**config.mk**
```make
export PLATFORM = sky130hd
export DESIGN_NAME = edv_ram
export DESIGN_NICKNAME = d
export VERILOG_FILES = /design/src/rtl/edv_ram.sv
export SDC_FILE = /design/constraint.sdc
export NUM_CORES = 1
export LEC_CHECK = 0
export BUFFER_PORTS_ARGS = -buffer_cell sky130_fd_sc_hd__clkbuf_2
export CORE_MARGIN = 2
export CORE_UTILIZATION = 42
export CTS_CLUSTER_DIAMETER = 60
export DETAILED_ROUTE_END_ITERATION = 10
export SYNTH_ARGS = -nofsm -noshare
export SYNTH_HDL_FRONTEND = slang
export SYNTH_SLANG_ARGS = --single-unit
```
**constraint.sdc**
```tcl
create_clock -name clk -period 1.65 [get_ports clk]
set_input_delay 0.2475 -clock clk [delete_from_list [all_inputs] [get_ports clk]]
set_output_delay 0.2475 -clock clk [all_outputs]
set_load 0.1 [all_outputs]
```
**src/rtl/edv_ram.sv**
```systemverilog
// generic simple dual-port ram with registered read
`default_nettype none
module edv_ram #(
  parameter int WIDTH = 8,
  parameter int DEPTH = 16
) (
  input  wire logic                     clk,
  input  wire logic                     we,
  input  wire logic [$clog2(DEPTH)-1:0] waddr,
  input  wire logic [WIDTH-1:0]         wdata,
  input  wire logic                     re,
  input  wire logic [$clog2(DEPTH)-1:0] raddr,
  output      logic [WIDTH-1:0]         rdata
);

  logic [WIDTH-1:0] mem [DEPTH];

  always_ff @(posedge clk) begin
    if (we) begin
      mem[waddr] <= wdata;
    end
    if (re) begin
      rdata <= mem[raddr];
    end
  end

endmodule
`default_nettype wire

```
==> flow_summary.json <==
{
  "clock_sinks": 136,
  "cts_tree": "done",
  "fin_hold_ws_ps": 269.7,
  "worst_slew_pin_slew_ps": 850.3,
  "grt_start_max_net_pins": 20,
  "synth_most_common_cell": "edfxtp_1",
  "syn_avg_cell_area_um2": 22.83,
  "synth.net_count": 248,
  "holdBufCountCts": 0,
  "fin_setup_tns_ps": 0,
  "synth_top_cell_by_area": "edfxtp_1",
  "io_buffers": 26,
  "grt_setup_unrepaired": "false",
  "yosys-top-cells-area": "edfxtp_1 78%, mux4_2 7.8%, mux4_1 7.0%, a22oi_1 2.3%, nor2_1 0.93%",
  "vias": 2515,
  "yosysWarnings": 0,
  "timing_hold_violations_final": 0,
  "final_nets": 317,
  "routed_via_density": 5.262,
  "reg2reg_depth": 4,
  "arrival_ps": 1760,
  "wl_um": 10510,
  "clock.fmax_mhz": 621.8,
  "peakVddDrop_mv": 0.6758,
  "numCtsBuffers": 17,
  "crit_path_start_kind": "flop",
  "n_antenna_cell": 0,
  "reg2reg_from": "mem[3][7]",
  "cp_max_fo": 1,
  "synthCells": 229,
  "gp_congestion": 0.7256,
  "postRouteAntennaNets": 0,
  "pin_count": 27,
  "setup_ws_ps": 41.81,
  "synth.yosys.seq_area_share": 0.7812,
  "antenna_found_initial": 0,
  "drv_slew": 0,
  "layout-drive-gt1-share": 0.3258,
  "die_h_um": 115.6,
  "cts_root_buf": "clkbuf_16",
  "setup_viol": 0,
  "p_leak_nw": 2.146,
  "grt-ovfl-total": 0,
  "die_area_um2": 13360,
  "row_count": 40,
  "dpl-instance-area_um2": 5792,
  "r2r-end": "rdata[7]",
  "hpwl_um": 6985,
  "worstSetupPathType": "reg -> reg",
  "synth_flop_cell": "edfxtp_1",
  "h-tree-depth": 4,
  "drt-wirelength-per-cell_um": 21.98,
  "fin_util": 0.5205,
  "syn_area_um2": 5228,
  "crit_path_end_kind": "flop",
  "ff2ff_setup_slack_ps": 40,
  "core_um2": 12060,
  "maxCapViolCount": 0,
  "areaGrowthSynthToFinish_pct": 20.11,
  "fin_crit_sh": 0.9747,
  "synth-seq-cells": 136,
  "synth_cell_types": 18,
  "fin_crit_ps": 1608,
  "initial_core_util": 0.4334,
  "clkTransAtPathRegs_ps": 50,
  "async_flop_share": 0,
  "status": "completed",
  "hold_path.class": "in -> reg",
  "design_area_um2": 6279,
  "grt_pass1_wl_um": 15810,
  "max_slew_margin": 0.4311,
  "drt_pre_antenna_iters": 4,
  "drtIter0Drc": 147,
  "synth_top_area_share": 0.7812,
  "holdPathStages": 1,
  "track_usage": 0.1745,
  "clk_latency_ps": 410,
  "cts_buffer_depth": 2,
  "holdPathEnd": "rdata[5]",
  "synth_common_cells": "136 x edfxtp_1, 18 x mux4_2, 16 x a22oi_1, 14 x mux4_1, 13 x nor2_1",
  "fin_worst_skew_ps": 5.577,
  "synth_edf_count": 136,
  "required_ps": 1810,
  "min_from": "re",
  "drc_errors": 0,
  "p_per_area_nw_per_um2": 1198,
  "preCtsSetupSlack_ps": -311.3,
  "die_w_um": 115.6,
  "grt_pass1_vias": 2612
}
==> power breakdown <==
part           total, W  internal (W)  switching, W
logic          0.000508      0.000175      0.000333
registers       0.00392       0.00390     0.0000218
clock network   0.00310       0.00187       0.00122
==> flip-flops by register name, indices dropped and copies added (netlist names) <==
signal	flops
mem	128
rdata	8
==> final cells by class <==
cell class | instances | area, um^2
clock buffer | 24 | 451.7
clock inverter | 7 | 30.03
fill | 964 | 5783
multi-input combinational | 83 | 1067
sequential | 136 | 4084
tap | 168 | 210.2
timing repair buffer | 60 | 435.4
==> metal layers <==
layer  up-vias  GRT usage  wire length (um)
li1       1117          -                 -
met1      1316     0.2410              4715
met2        70     0.2682              5124
met3        12    0.04446               548
met4         0    0.07068               116
met5         -          0                 0
==> how the worst max path moves through the flow <==
stage | from | end | slack (ps)
floorplan | raddr[0] | rdata[1] | 120
global placement | raddr[0] | rdata[7] | -300
detailed placement | raddr[0] | rdata[7] | -310
CTS | mem[3][7] | rdata[7] | 40
global route | mem[3][7] | rdata[7] | 10
finish | mem[3][7] | rdata[7] | 40
==> per-stage QoR <==
stage / cells / power, W
after global placement: 447 / 0.004493
after global routing: 478 / 0.007803
after floorplan: 229 / 0.004299
after CTS: 478 / 0.007612
after detailed placement: 447 / 0.004502
final: 478 / 0.007524
==> cell usage in the layout (no fill, tap or decap) <==
cell       instances
nand3b_1           2
and2_1             1
mux4_1            14
edfxtp_1         136
clkinv_2           3
buf_4             30
clkbuf_2          26
nand2_1            9
buf_12             4
nor3_1             3
nor2_1            13
nor2b_1            1
or3b_2             1
nand2b_1           2
a22oi_1           15
nor3_2             1
nand3_1            1
a22oi_2            1
mux4_2            18
and2b_1            1
clkbuf_1           7
clkinv_1           4
clkbuf_16         17
==> logic make-up (layout without fill, tap and decap cells) <==
group / count (synthesis) / count (layout) / synth area share
AO/OA/AOI/OAI: 16 / 16 / 0.02298
multiplexers: 32 / 32 / 0.1479
AND/OR/NAND/NOR: 35 / 35 / 0.03136
flip-flops: 136 / 136 / 0.7812
buffers and inverters: 10 / 91 / 0.01651
==> critical path, cell delays in order, from the launching register on <==
cell	delay (ps)
edfxtp_1	360
mux4_2	520
a22oi_2	280
buf_4	160
nand2_1	40
==> timing repair <==
| item | 4_1_cts | 5_1_grt |
|---|---|---|
| setup endpoints to repair | 1 | 0 |
| gates resized for setup | 1 | 0 |
| buffers inserted | 0 | 0 |
Note: power is estimated with default switching activity, not from simulation.
